`src/rtl/tcf_pkg.sv`:
```
// Shared types, protocol codes and handshake structs for the telnet command filter.
// No dependencies; every other file of the block but tcf_ram imports this package.
package tcf_pkg;

  // Default number of subnegotiation bytes the store can hold.
  localparam int SUB_DEPTH_DEF = 64;

  // Number of leading store bytes that are mirrored in flip-flops.
  localparam int SHADOW_N = 5;

  // Packed widths of the stream payloads.
  localparam int IN_TDATA_W  = 8;
  localparam int OUT_TDATA_W = 56;
  localparam int OUT_TUSER_W = 3;

  // Telnet command bytes.
  localparam logic [7:0] TN_IAC  = 8'd255;
  localparam logic [7:0] TN_SE   = 8'd240;
  localparam logic [7:0] TN_AYT  = 8'd246;
  localparam logic [7:0] TN_SB   = 8'd250;
  localparam logic [7:0] TN_WILL = 8'd251;
  localparam logic [7:0] TN_DO   = 8'd253;
  localparam logic [7:0] TN_DONT = 8'd254;

  // Telnet option codes.
  localparam logic [7:0] OPT_BINARY = 8'd0;
  localparam logic [7:0] OPT_ECHO   = 8'd1;
  localparam logic [7:0] OPT_SGA    = 8'd3;
  localparam logic [7:0] OPT_TTYPE  = 8'd24;
  localparam logic [7:0] OPT_NAWS   = 8'd31;

  // Parser phase.
  typedef enum logic [2:0] {
    PH_DATA = 3'd0,
    PH_CMD  = 3'd1,
    PH_OPT  = 3'd2,
    PH_SUB  = 3'd3,
    PH_PROC = 3'd4
  } phase_t;

  // Kind of a result transaction.
  typedef enum logic [2:0] {
    KIND_DATA    = 3'd0,
    KIND_SWALLOW = 3'd1,
    KIND_REFUSE  = 3'd2,
    KIND_AYT     = 3'd3,
    KIND_RESIZE  = 3'd4,
    KIND_TTYPE   = 3'd5
  } kind_t;

  // Controller states.
  typedef enum logic [1:0] {
    S_IDLE = 2'd0,
    S_RD   = 2'd1,
    S_EMIT = 2'd2
  } ctl_state_t;

  // Controller to datapath commands.
  typedef struct packed {
    logic accept;    // take the input byte and update the parser
    logic rd_issue;  // read the next terminal-type name byte
    logic emit;      // load the name byte into the output register
  } tcf_cmd_t;

  // Datapath to controller status.
  typedef struct packed {
    logic out_free;   // output register can be loaded this cycle
    logic start_run;  // the offered byte ends a terminal-type subnegotiation
    logic run_end;    // the name byte being read is the final one
  } tcf_sts_t;

  // Options that the filter is willing to negotiate.
  function automatic logic option_accepted(input logic [7:0] code);
    return (code == OPT_BINARY) || (code == OPT_ECHO) || (code == OPT_SGA) ||
           (code == OPT_TTYPE) || (code == OPT_NAWS);
  endfunction

endpackage

```
`src/rtl/telnet_command_filter_unit.sv`:
```
// Top level of the telnet command filter: stream ports, controller and datapath.
// Depends on tcf_pkg, tcf_ctrl and tcf_datapath (which holds the tcf_ram store).
//
//   Channel  Direction  Transaction carries
//   in_*     slave      one received byte, tlast marks the end of a chunk
//   out_*    master     one result; tuser is its kind, tlast the final result of a byte
//
// Every received byte is taken while the output register is free or being
// drained, and yields one result. A terminal-type end of subnegotiation with
// N stored bytes yields N-2 name bytes instead, each read from the store's
// registered port, and the input stalls meanwhile. Reset is synchronous and
// active low; the store needs no clearing pass, so the block takes bytes right
// after reset. A stall on the output side holds the result register and,
// through it, the input.
module telnet_command_filter_unit
  import tcf_pkg::*;
#(
  parameter int SUB_DEPTH = SUB_DEPTH_DEF
) (
  input  logic                   clk,
  input  logic                   rst_n,
  input  logic                   in_tvalid,
  output logic                   in_tready,
  input  logic [IN_TDATA_W-1:0]  in_tdata,   // [7:0] rx_byte
  input  logic                   in_tlast,   // end_of_chunk
  output logic                   out_tvalid,
  input  logic                   out_tready,
  output logic [OUT_TDATA_W-1:0] out_tdata,  // [7:0] out_byte, [8] refuse_with_wont,
                                             // [16:9] refused_option, [32:17] window_width,
                                             // [48:33] window_height,
                                             // [49] chunk_all_swallowed, [55:50] zero
  output logic [OUT_TUSER_W-1:0] out_tuser,  // [2:0] kind
  output logic                   out_tlast   // run_last
);

  tcf_cmd_t    cmd;
  tcf_sts_t    sts;
  kind_t       res_kind;
  logic [7:0]  res_byte;
  logic        res_wont;
  logic [7:0]  res_opt;
  logic [15:0] res_width;
  logic [15:0] res_height;
  logic        res_all;

  // The controller only decides when to take a byte and when to step the
  // name run; all parsing state sits in the datapath.
  tcf_ctrl u_ctrl (
    .clk      (clk),
    .rst_n    (rst_n),
    .in_valid (in_tvalid),
    .in_ready (in_tready),
    .sts      (sts),
    .cmd      (cmd)
  );

  tcf_datapath #(
    .SUB_DEPTH (SUB_DEPTH)
  ) u_datapath (
    .clk          (clk),
    .rst_n        (rst_n),
    .rx_byte      (in_tdata[7:0]),
    .end_of_chunk (in_tlast),
    .cmd          (cmd),
    .sts          (sts),
    .out_valid    (out_tvalid),
    .out_ready    (out_tready),
    .out_kind     (res_kind),
    .out_byte     (res_byte),
    .out_wont     (res_wont),
    .out_opt      (res_opt),
    .out_width    (res_width),
    .out_height   (res_height),
    .out_last     (out_tlast),
    .out_all      (res_all)
  );

  // Pack the result fields from the lowest bit up, zero-padded to whole bytes.
  assign out_tdata = {6'd0, res_all, res_height, res_width, res_opt, res_wont, res_byte};
  assign out_tuser = res_kind;

endmodule

```
`src/rtl/tcf_ram.sv`:
```
// Generic single-port-write, single-port-read RAM with a registered read.
// No dependencies.
module tcf_ram #(
  parameter int WIDTH = 8,
  parameter int DEPTH = 64
) (
  input  logic                     clk,
  input  logic                     wr_en,
  input  logic [$clog2(DEPTH)-1:0] wr_addr,
  input  logic [WIDTH-1:0]         wr_data,
  input  logic                     rd_en,
  input  logic [$clog2(DEPTH)-1:0] rd_addr,
  output logic [WIDTH-1:0]         rd_data
);

  logic [WIDTH-1:0] mem_r [DEPTH];
  logic [WIDTH-1:0] rd_data_r;

  always_ff @(posedge clk) begin
    if (wr_en) begin
      mem_r[wr_addr] <= wr_data;
    end
    if (rd_en) begin
      rd_data_r <= mem_r[rd_addr];
    end
  end

  assign rd_data = rd_data_r;

endmodule

```
`src/rtl/tcf_datapath.sv`:
```
// Datapath of the telnet command filter: parser registers, subnegotiation store,
// name-byte read index and the output register. Depends on tcf_pkg and tcf_ram.
module tcf_datapath
  import tcf_pkg::*;
#(
  parameter int SUB_DEPTH = SUB_DEPTH_DEF
) (
  input  logic                   clk,
  input  logic                   rst_n,
  input  logic [7:0]             rx_byte,
  input  logic                   end_of_chunk,
  input  tcf_cmd_t               cmd,
  output tcf_sts_t               sts,
  output logic                   out_valid,
  input  logic                   out_ready,
  output kind_t                  out_kind,
  output logic [7:0]             out_byte,
  output logic                   out_wont,
  output logic [7:0]             out_opt,
  output logic [15:0]            out_width,
  output logic [15:0]            out_height,
  output logic                   out_last,
  output logic                   out_all
);

  localparam int ADDR_W = $clog2(SUB_DEPTH);
  localparam int CNT_W  = $clog2(SUB_DEPTH + 1);

  // Parser state.
  phase_t             phase_r, phase_nxt;
  logic               esc_r, esc_nxt;
  logic [7:0]         pend_r, pend_nxt;
  logic [CNT_W-1:0]   cnt_r, cnt_nxt;
  logic               kept_r, kept_nxt;
  logic [7:0]         shadow_r [SHADOW_N];

  // Name-byte run state.
  logic [ADDR_W-1:0]  rd_idx_r, rd_idx_nxt;
  logic               run_all_r, run_all_nxt;

  // Output register.
  logic               ovalid_r, ovalid_nxt;
  kind_t              okind_r, okind_nxt;
  logic [7:0]         obyte_r, obyte_nxt;
  logic               owont_r, owont_nxt;
  logic [7:0]         oopt_r, oopt_nxt;
  logic [15:0]        ow_r, ow_nxt;
  logic [15:0]        oh_r, oh_nxt;
  logic               olast_r, olast_nxt;
  logic               oall_r, oall_nxt;

  // Decode of the offered byte.
  phase_t             ph_eff;
  phase_t             dec_phase;
  logic               dec_esc;
  logic [7:0]         dec_pend;
  logic [CNT_W-1:0]   dec_cnt;
  logic               dec_pass;
  logic               dec_store;
  logic               dec_start_run;
  kind_t              dec_kind;
  logic               dec_wont;
  logic [7:0]         dec_opt;
  logic [15:0]        dec_w;
  logic [15:0]        dec_h;
  logic               dec_kept;
  logic               dec_all;

  logic [7:0]         ram_rdata;
  logic               run_end;
  logic               load_acc;

  always_comb begin
    ph_eff        = phase_r;
    dec_phase     = phase_r;
    dec_esc       = esc_r;
    dec_pend      = pend_r;
    dec_cnt       = cnt_r;
    dec_pass      = 1'b0;
    dec_store     = 1'b0;
    dec_start_run = 1'b0;
    dec_kind      = KIND_SWALLOW;
    dec_wont      = 1'b0;
    dec_opt       = '0;
    dec_w         = '0;
    dec_h         = '0;
    if (rx_byte == TN_IAC && !esc_r) begin
      dec_esc = 1'b1;
    end else begin
      if (esc_r) begin
        if (phase_r == PH_DATA) begin
          ph_eff = PH_CMD;
        end else if (phase_r == PH_SUB && rx_byte == TN_SE) begin
          ph_eff = PH_PROC;
        end
        dec_esc = 1'b0;
      end
      case (ph_eff)
        PH_CMD: begin
          dec_phase = PH_DATA;
          if (rx_byte >= TN_WILL && rx_byte <= TN_DONT) begin
            dec_pend  = rx_byte;
            dec_phase = PH_OPT;
          end else if (rx_byte == TN_SB) begin
            dec_phase = PH_SUB;
            dec_cnt   = '0;
          end else if (rx_byte == TN_AYT) begin
            dec_kind = KIND_AYT;
          end
        end
        PH_OPT: begin
          dec_phase = PH_DATA;
          if (!option_accepted(rx_byte) && (pend_r == TN_WILL || pend_r == TN_DO)) begin
            dec_kind = KIND_REFUSE;
            dec_wont = (pend_r == TN_DO);
            dec_opt  = rx_byte;
          end
        end
        PH_SUB: begin
          // The count stays below the depth while in this phase.
          dec_store = 1'b1;
          dec_cnt   = cnt_r + CNT_W'(1);
          if (dec_cnt >= CNT_W'(SUB_DEPTH)) begin
            dec_phase = PH_DATA;
            dec_pass  = 1'b1;
          end
        end
        PH_PROC: begin
          dec_phase = PH_DATA;
          if (shadow_r[0] == OPT_NAWS) begin
            dec_kind = KIND_RESIZE;
            dec_w    = {shadow_r[1], shadow_r[2]};
            dec_h    = {shadow_r[3], shadow_r[4]};
          end else if (shadow_r[0] == OPT_TTYPE && cnt_r > CNT_W'(2)) begin
            dec_start_run = 1'b1;
          end
        end
        default: begin
          dec_phase = PH_DATA;
          dec_pass  = 1'b1;
        end
      endcase
    end
    if (dec_pass) begin
      dec_kind = KIND_DATA;
    end
    dec_kept = kept_r | dec_pass;
    dec_all  = end_of_chunk & ~dec_kept;
  end

  assign run_end  = (CNT_W'(rd_idx_r) == cnt_r - CNT_W'(1));
  assign load_acc = cmd.accept & ~dec_start_run;

  assign sts.out_free  = ~ovalid_r | out_ready;
  assign sts.start_run = dec_start_run;
  assign sts.run_end   = run_end;

  always_comb begin
    phase_nxt   = phase_r;
    esc_nxt     = esc_r;
    pend_nxt    = pend_r;
    cnt_nxt     = cnt_r;
    kept_nxt    = kept_r;
    rd_idx_nxt  = rd_idx_r;
    run_all_nxt = run_all_r;
    if (cmd.accept) begin
      phase_nxt = dec_phase;
      esc_nxt   = dec_esc;
      pend_nxt  = dec_pend;
      cnt_nxt   = dec_cnt;
      kept_nxt  = end_of_chunk ? 1'b0 : dec_kept;
      if (dec_start_run) begin
        rd_idx_nxt  = ADDR_W'(2);
        run_all_nxt = dec_all;
      end
    end else if (cmd.emit) begin
      rd_idx_nxt = rd_idx_r + ADDR_W'(1);
    end
  end

  always_comb begin
    okind_nxt = okind_r;
    obyte_nxt = obyte_r;
    owont_nxt = owont_r;
    oopt_nxt  = oopt_r;
    ow_nxt    = ow_r;
    oh_nxt    = oh_r;
    olast_nxt = olast_r;
    oall_nxt  = oall_r;
    if (load_acc) begin
      okind_nxt = dec_kind;
      obyte_nxt = dec_pass ? rx_byte : 8'd0;
      owont_nxt = dec_wont;
      oopt_nxt  = dec_opt;
      ow_nxt    = dec_w;
      oh_nxt    = dec_h;
      olast_nxt = 1'b1;
      oall_nxt  = dec_all;
    end else if (cmd.emit) begin
      okind_nxt = KIND_TTYPE;
      obyte_nxt = ram_rdata;
      owont_nxt = 1'b0;
      oopt_nxt  = '0;
      ow_nxt    = '0;
      oh_nxt    = '0;
      olast_nxt = run_end;
      oall_nxt  = run_all_r;
    end
    if (load_acc || cmd.emit) begin
      ovalid_nxt = 1'b1;
    end else if (out_ready) begin
      ovalid_nxt = 1'b0;
    end else begin
      ovalid_nxt = ovalid_r;
    end
  end

  always_ff @(posedge clk) begin
    if (!rst_n) begin
      phase_r   <= PH_DATA;
      esc_r     <= 1'b0;
      pend_r    <= '0;
      cnt_r     <= '0;
      kept_r    <= 1'b0;
      ovalid_r  <= 1'b0;
      for (int i = 0; i < SHADOW_N; i++) begin
        shadow_r[i] <= '0;
      end
    end else begin
      phase_r   <= phase_nxt;
      esc_r     <= esc_nxt;
      pend_r    <= pend_nxt;
      cnt_r     <= cnt_nxt;
      kept_r    <= kept_nxt;
      ovalid_r  <= ovalid_nxt;
      if (cmd.accept && dec_store && cnt_r < CNT_W'(SHADOW_N)) begin
        shadow_r[cnt_r[2:0]] <= rx_byte;
      end
    end
  end

  always_ff @(posedge clk) begin
    rd_idx_r  <= rd_idx_nxt;
    run_all_r <= run_all_nxt;
    okind_r   <= okind_nxt;
    obyte_r   <= obyte_nxt;
    owont_r   <= owont_nxt;
    oopt_r    <= oopt_nxt;
    ow_r      <= ow_nxt;
    oh_r      <= oh_nxt;
    olast_r   <= olast_nxt;
    oall_r    <= oall_nxt;
  end

  // Every stored byte that a name run reads was written earlier in the same
  // subnegotiation, so the store needs no clearing.
  tcf_ram #(
    .WIDTH (8),
    .DEPTH (SUB_DEPTH)
  ) u_store (
    .clk     (clk),
    .wr_en   (cmd.accept & dec_store),
    .wr_addr (cnt_r[ADDR_W-1:0]),
    .wr_data (rx_byte),
    .rd_en   (cmd.rd_issue),
    .rd_addr (rd_idx_r),
    .rd_data (ram_rdata)
  );

  assign out_valid  = ovalid_r;
  assign out_kind   = okind_r;
  assign out_byte   = obyte_r;
  assign out_wont   = owont_r;
  assign out_opt    = oopt_r;
  assign out_width  = ow_r;
  assign out_height = oh_r;
  assign out_last   = olast_r;
  assign out_all    = oall_r;

  a_cnt_bound: assert property (@(posedge clk) disable iff (!rst_n)
    cnt_r <= CNT_W'(SUB_DEPTH))
    else $error("subnegotiation count above store depth");

  a_phase_settled: assert property (@(posedge clk) disable iff (!rst_n)
    phase_r != PH_CMD && phase_r != PH_PROC)
    else $error("transient parser phase held across a clock");

  a_rd_range: assert property (@(posedge clk) disable iff (!rst_n)
    cmd.rd_issue |-> (rd_idx_r >= ADDR_W'(2) && CNT_W'(rd_idx_r) < cnt_r))
    else $error("name byte read outside the stored bytes");

  a_emit_kind: assert property (@(posedge clk) disable iff (!rst_n)
    cmd.emit |=> (ovalid_r && okind_r == KIND_TTYPE && olast_r == $past(run_end)))
    else $error("name byte result not loaded as expected");

endmodule

```
`src/rtl/tcf_ctrl.sv`:
```
// Controller of the telnet command filter: accepts bytes and sequences the
// terminal-type name run through the store. Depends on tcf_pkg.
module tcf_ctrl
  import tcf_pkg::*;
(
  input  logic     clk,
  input  logic     rst_n,
  input  logic     in_valid,
  output logic     in_ready,
  input  tcf_sts_t sts,
  output tcf_cmd_t cmd
);

  ctl_state_t state_r, state_nxt;

  always_ff @(posedge clk) begin
    if (!rst_n) begin
      state_r <= S_IDLE;
    end else begin
      state_r <= state_nxt;
    end
  end

  always_comb begin
    state_nxt    = state_r;
    in_ready     = 1'b0;
    cmd.accept   = 1'b0;
    cmd.rd_issue = 1'b0;
    cmd.emit     = 1'b0;
    unique case (state_r)
      S_IDLE: begin
        in_ready   = sts.out_free;
        cmd.accept = in_valid & sts.out_free;
        if (cmd.accept && sts.start_run) begin
          state_nxt = S_RD;
        end
      end
      S_RD: begin
        cmd.rd_issue = 1'b1;
        state_nxt    = S_EMIT;
      end
      S_EMIT: begin
        if (sts.out_free) begin
          cmd.emit  = 1'b1;
          state_nxt = sts.run_end ? S_IDLE : S_RD;
        end
      end
      default: begin
        state_nxt = S_IDLE;
      end
    endcase
  end

endmodule

```
`config.mk`:
```
export PLATFORM = sky130hd
export DESIGN_NAME = telnet_command_filter_unit
export DESIGN_NICKNAME = d
export VERILOG_FILES = /design/src/rtl/tcf_pkg.sv /design/src/rtl/telnet_command_filter_unit.sv /design/src/rtl/tcf_ram.sv /design/src/rtl/tcf_datapath.sv /design/src/rtl/tcf_ctrl.sv
export SDC_FILE = /design/constraint.sdc
export NUM_CORES = 1
export LEC_CHECK = 0
export ABC_CLOCK_PERIOD_IN_PS = 10300
export BUFFER_PORTS_ARGS = -buffer_cell sky130_fd_sc_hd__buf_4
export CORE_MARGIN = 1
export CORE_UTILIZATION = 67
export CTS_CLUSTER_DIAMETER = 40
export CTS_CLUSTER_SIZE = 30
export DETAILED_ROUTE_END_ITERATION = 6
export PLACE_DENSITY = 0.86
export SYNTH_ARGS = -nofsm -noshare
export SYNTH_HDL_FRONTEND = slang
export SYNTH_HIERARCHICAL = 1
export SYNTH_SLANG_ARGS = --single-unit
```
`constraint.sdc`:
```
create_clock -name clk -period 10.3 [get_ports clk]
set_input_delay 3.09 -clock clk [delete_from_list [all_inputs] [get_ports clk]]
set_output_delay 3.09 -clock clk [all_outputs]
set_load 0.01 [all_outputs]
```
==> results.tsv, run 1 <==
metric	value	unit
detailed-router iteration count before antenna repair	6	
hold-critical path endpoint	u_datapath/pend_r[5]	
nets	1487	
post-route cell area	0.0287	sq mm
postcts setup bufs	0	
die width	199	um
Post-Syn Area per Cell	18.4	sq um
Crit. End Element	flop	
layout cells sized above 1	23.2	%
I/O Pins	75	
Switching Share	21.1	%
initial antenna violation count	1	
Hold Path Stages	2	
Worst Setup Path Type	in -> reg	
Net Sw Power	1100	uW
WP data required	10.52	ns
Pint	4130	uW
setup TNS	0	ns
Worst VDD drop	147	uV
startpoint types	primary input	
crit path max fanout	36	
RSZ-0062 raised after global routing	false	
Layout Skew	0.0243	ns
Clock transition at path regs	0.07	ns
Peak Freq	145	MHz
routability congestion estimate	0.903	
Final Cycle Share	66.8	%
Cell variety after synth	71	
# H-tree levels	2	
Post-synth top flop	edfxtp_1	
max-slew violations	0	
Clock Sink Count	643	
Clock power frac	42.8	%
Async SR Flop Fraction	0	%
die area	0.0394	sq mm
Cell Rows	71	
Yosys reg bits	643	
cell taking the most area after synthesis	edfxtp_1	
Worst Reg2Reg Path Length in Cells	9	
Core ar.	0.0378	sq mm
Iteration-0 DRC Markers	2017	
Hold Buf Count CTS	0	
DR WL/cell	29.8	um
Total Power	5230	uW
GRT Resource Usage Total	31.8	%
Tmin final	6.89	ns
CTS tree	yes	
Comb pwr share	2.0	%
Root Driver	clkbuf_16	
Hold Path Class	reg -> reg	
status	finished clean	
Min Hold Slack	0.475	ns
largest net degree at the start of global routing	117	
total CTS buffers	60	
Clk Latency, worst-skew pair	0.62	ns
LEAKAGE	0.00924	uW
vias post-DR	14400	
Power Dens Cells	182	mW/mm^2
port bufs	68	
Overflow after GRT	0	
Slew HR	12.9	%
Initial Util	68.4	%
DP Area	0.0267	sq mm
crit path launch	out_tready	
Critical Path AT	7.11	ns
final HPWL from detailed placement	34900	um
final-report hold violation count	0	
worst reg2reg path endpoint	u_datapath/shadow_r[2][4]	
Seq pwr share	55.2	%
Fillers	1990	
Vert. Die Dim	199	um
synthesized area	0.0259	sq mm
EDFF count, synth	620	
YS warnings	6	
Finish-stage setup viols	0	
routed vias/inst	7.09	
max-cap viol count	0	
drt total wl	60600	um
clock tree buffer depth	3	
Area growth syn-to-layout	10.9	%
min-delay src	u_datapath/pend_r[5]	
Placed Cells	1919	
register area share after synthesis	73.7	%
synthesized instance count	1409	
fin cells	2033	
R2R Path Start	u_datapath/out_valid	
most common cell after layout, fill and taps aside	edfxtp_1	
Final ANT Viol Nets	0	
reg2reg setup slack	5.66	ns
Post-CTS Resized	0	
vias in the first global route	13900	
first-pass GRT wire length	89300	um
Synth top area share	71.9	%
ranking of synthesized cells by area	edfxtp_1 72%, mux4_2 11%, dfxtp_1 1.8%	
Tightest Pin Transition	1.30	ns
most frequent cells in the layout	620 x edfxtp_1, 126 x mux4_2, 118 x nor2_1	
DRC	0	
## sequential cells by signal, summed over array words and instances, names as in the netlist, 2 cells and up
register	flops
u_datapath/rd_idx_r	6
u_ctrl/state_r	2
u_datapath/pend_r	8
u_datapath/cnt_r	7
u_datapath/out_opt	8
u_datapath/out_kind	3
u_datapath/out_height	16
u_datapath/phase_r	2
u_datapath/u_store/mem_r	512
u_datapath/out_byte	8
u_datapath/shadow_r	40
u_datapath/out_width	16
u_datapath/u_store/rd_data	8
## critical path, stage by stage
cell	delay, ns
buf_4	0.07
nand2b_1	0.21
nor3b_2	0.22
and2_1	0.59
inv_1	0.24
a31oi_4	0.28
nand3_1	0.34
inv_2	0.30
nand3_2	0.57
o31ai_1	1.18
## cells in the mapped netlist, drive strengths merged, types with 4 or more instances
cell    instances
a22o            8
a21oi           8
and2           54
mux2i          28
edfxtp        620
o31ai           7
a211oi          4
nand2b         13
nand3b          6
nor3b           5
nor3           36
o21a            4
ha              4
xnor2          14
o22ai           8
mux4          126
and3            5
o21ai          12
nor4           12
a31oi           7
nor4b           9
o221ai          8
nand3          28
nand2          52
mux2           14
inv             7
a221oi          6
nor2b          15
buf            53
dfxtp          23
nand4           6
nor2          118
clkbuf         39
## per-layer routing
metal  wire (um)  track usage (%)  vias up  share of wire [%]
met3        7140             6.70      171                 12
met1       22500             45.3     7260                 37
li1            -                -     5746                  -
met5           0                0        -                  0
met4        2190             11.7        0                3.6
met2       28800             49.7     1227                 47
## worst max-delay path by stage
stage	to	slack (ns)	cells after the start
after floorplan	in_tready	3.70	2
after global placement	u_datapath/shadow_r[3][4]	3.35	10
after global routing	u_datapath/shadow_r[2][4]	3.18	10
final	u_datapath/shadow_r[2][4]	3.41	10
after detailed placement	u_datapath/shadow_r[2][6]	3.04	10
after CTS	in_tready	3.45	4
## cell families (layout without fill, tap and decap cells)
| family | after synthesis | in the layout | share of synthesized area [%] |
|---|---|---|---|
| fa+ha+maj | 4 | 4 | 0.193 |
| xor+xnor | 17 | 17 | 0.575 |
| other cells | 1 | 7 | 0.0145 |
| mux | 168 | 168 | 12.7 |
| compound gates | 100 | 100 | 3.02 |
| buf+inv | 99 | 206 | 2.15 |
| simple gates | 377 | 377 | 7.67 |
| flops | 643 | 643 | 73.7 |
## stage by stage
step                utilization, %  setup WS, ns
floorplan                        -          3.70
global placement              70.5          3.35
detailed placement            70.5          3.04
CTS                           75.8          3.45
global route                  75.9          3.18
finish                        75.9          3.41
## final cells by class
class / count / area [sq um] / area share (%)
Inverter: 7 / 26.3 / 0.0915
Timing Repair Buffer: 86 / 658 / 2.29
Sequential cell: 643 / 19100 / 66.5
Multi-Input combinational cell: 672 / 6270 / 21.9
Antenna cell: 1 / 2.50 / 0.00872
Clock buffer: 65 / 1540 / 5.37
Tap cell: 511 / 639 / 2.23
Clock inverter: 48 / 489 / 1.70
## power groups by stage
stage,Sequential (uW),Combinational [uW],Clock [uW]
2_1_floorplan,2950,29.6,0
3_3_place_gp,2940,102,0
3_5_place_dp,2940,105,0
4_1_cts,2890,106,2260
5_1_grt,2890,113,2350
6_report,2890,107,2240
Power figures use the tool's default switching activity.
==> run 2: changes to the inputs <==
ABC_CLOCK_PERIOD_IN_PS = 6800   (was 10300)
CORE_UTILIZATION = 62   (was 67)
PLACE_DENSITY = 0.8   (was 0.86)
clock period = 6.8 ns   (was 10.3 ns; I/O delays follow)
==> results.tsv, run 2 (synthesis gave the netlist of run 1 again) <==
metric	value	unit	change
worst reg2reg path endpoint	u_datapath/u_store/mem_r[22][7]		
Overflow after GRT	0		unchanged
ANT cells	0		-1
Vert. Die Dim	206	um	+3.9%
Net Sw Power	1720	uW	+56%
Reg area	0.0191	sq mm	unchanged
Layout Skew	0.0267	ns	+0.00244 ns
Hold Buf Count CTS	0		unchanged
vias post-DR	14100		-2.0%
Slew HR	27.8	%	+15 points
LEAKAGE	0.00944	uW	+2.1%
routed vias/inst	6.81		-3.8%
postcts setup bufs	0		unchanged
Fillers	2354		+18%
Tmin final	5.66	ns	
Worst Reg2Reg Path Length in Cells	10		+1
CP max stage cell	nor2_1		
clock tree buffer depth	3		unchanged
failing checks	DRC		
Worst VDD drop	218	uV	+48%
DR WL/cell	29.1	um	-2.3%
Root Driver	clkbuf_16		
multi-input logic area	0.00627	sq mm	about the same
setup TNS	0	ns	unchanged
Clock Sink Count	643		unchanged
final HPWL from detailed placement	35700	um	+2.5%
nets	1506		+1.3%
WP data required	7.02	ns	-3.50 ns
R2R Path Start	u_datapath/out_valid		
Top reg by flops	u_datapath/u_store/mem_r		
detailed-router iteration count before antenna repair	7		+1
Worst Setup Path Type	in -> reg		
most common cell after layout, fill and taps aside	edfxtp_1		
crit path max fanout	15		-58%
Critical Path AT	5.87	ns	-1.24 ns
max-slew violations	0		unchanged
Largest register FFs	512		unchanged
CTS tree	yes		
Largest regs	u_datapath/u_store/mem_r: 512 flops, u_datapath/shadow_r: 40 flops		
layout cells sized above 1	24.2	%	+0.96 points
Hold Path Class	reg -> reg		
status	complete, but fails checks		
max-cap viol count	0		unchanged
most numerous cell on the critical path	nand3_1		
Peak Freq	177	MHz	
GRT Resource Usage Total	29.4	%	-2.5 points
Crit. End Element	flop		
Core ar.	0.0410	sq mm	+8.4%
Clock power frac	45.6	%	+2.8 points
port bufs	68		unchanged
min-delay src	u_datapath/pend_r[5]		
final-report hold violation count	0		unchanged
slowest cell delay on critical path	0.79	ns	-0.39 ns
Final ANT Viol Nets	0		unchanged
drt total wl	60300	um	-0.52%
total CTS buffers	67		+12%
# H-tree levels	3		+1
Cell Rows	74		+4.2%
die area	0.0426	sq mm	+8.0%
startpoint types	primary input		
Finish-stage setup viols	0		unchanged
Area growth syn-to-layout	12.6	%	
Post-CTS Resized	0		unchanged
vias in the first global route	13700		-0.99%
RSZ-0062 raised after global routing	false		
Clock transition at path regs	0.07	ns	about the same
Critical Path, Cell by Cell	buf_4 -> nand2b_1 -> nor3b_2 -> and2_1 -> inv_1 -> a31oi_4 -> nand3_1 -> inv_2 -> nor2b_1 -> nand3_1 -> nor2_1		
Hold Path Stages	2		unchanged
initial antenna violation count	0		-1
Pint	6630	uW	+61%
hold-critical path endpoint	u_datapath/pend_r[5]		
Tightest Pin Transition	1.07	ns	-0.225 ns
routability congestion estimate	0.909		+0.75%
Seq pwr share	52.3	%	-2.9 points
first-pass GRT wire length	88900	um	-0.36%
reg2reg setup slack	2.38	ns	-3.28 ns
Comb pwr share	2.0	%	about the same
Power Dens Cells	287	mW/mm^2	+57%
Min Hold Slack	0.468	ns	-0.00715 ns
Final Cycle Share	83.2	%	
Initial Util	63.1	%	-5.3 points
Switching Share	20.6	%	-0.45 points
die width	206	um	+3.9%
largest net degree at the start of global routing	101		-14%
most frequent cells in the layout	620 x edfxtp_1, 126 x mux4_2, 118 x nor2_1		
DRC	24		+24
Clk Latency, worst-skew pair	0.60	ns	-0.02 ns
I/O Pins	75		unchanged
Iteration-0 DRC Markers	1763		-13%
-- run 2: cell types whose count changed in the layout (fill, tap and decap cells not counted), moves of 2 or more --
| cell | change |
|---|---|
| clkbuf_16 | +10 |
| bufinv_16 | +3 |
| inv_6 | +3 |
| buf_12 | +2 |
| buf_4 | +10 |
| inv_12 | -2 |
| clkinv_1 | -2 |
| clkinv_2 | -8 |
| clkinv_4 | +3 |
| clkinvlp_4 | -2 |
-- run 2: layer usage --
metal / track usage, % / up-vias / wire (um)
met5: 0 / - / 0
li1: - / 5806 / -
met4: 11.5 / 0 / 2000
met2: 45.5 / 1027 / 28900
met1: 40.7 / 7164 / 22500
met3: 7.22 / 116 / 6860
-- run 2: power groups by stage --
stage               clock, uW  sequential (uW)  combinational, uW
floorplan                   0             4470               44.8
global placement            0             4460                164
detailed placement          0             4460                168
CTS                      3860             4370                169
global route             4020             4370                179
finish                   3810             4370                169
-- run 2: cell type report --
| class | instances | area share, % |
|---|---|---|
| well taps | 532 | 2.28 |
| inverters | 7 | 0.0901 |
| multi-input cells | 672 | 21.5 |
| clock buffers | 76 | 6.16 |
| flip-flops and latches | 643 | 65.5 |
| repair buffers | 98 | 2.65 |
| clock inverters | 43 | 1.86 |
-- run 2: critical path, delay by kind of cell --
kind                   cells  cell delay, ns
and+or+nand+nor            7            2.95
AOI/OAI and AO/OA          1            0.26
buffers and inverters      3            0.60
-- run 2: worst max-delay path by stage --
stage / start / endpoint / slack (ns) / cells past startpoint
finish: out_tready / u_datapath/u_store/mem_r[22][7] / 1.14 / 11
global route: out_tready / u_datapath/u_store/mem_r[22][7] / 1.02 / 11
CTS: out_tready / u_datapath/u_store/mem_r[22][5] / 1.27 / 11
detailed placement: out_tready / u_datapath/u_store/mem_r[62][0] / 0.76 / 11
global placement: out_tready / u_datapath/u_store/mem_r[14][3] / 0.99 / 11
floorplan: in_tdata[2] / u_datapath/out_all / 1.99 / 6
-- run 2: metrics by stage --
stage	cell area [sq um]	utilization (%)	power, uW	setup slack (ns)	cells
after floorplan	25900	-	4510	1.99	1414
final	29100	71.1	8360	1.14	2071
after global routing	29100	71.1	8570	1.02	2071
after CTS	29100	71.1	8410	1.27	2071
after detailed placement	26800	65.4	4630	0.760	1952
after global placement	26800	65.4	4620	0.990	1952
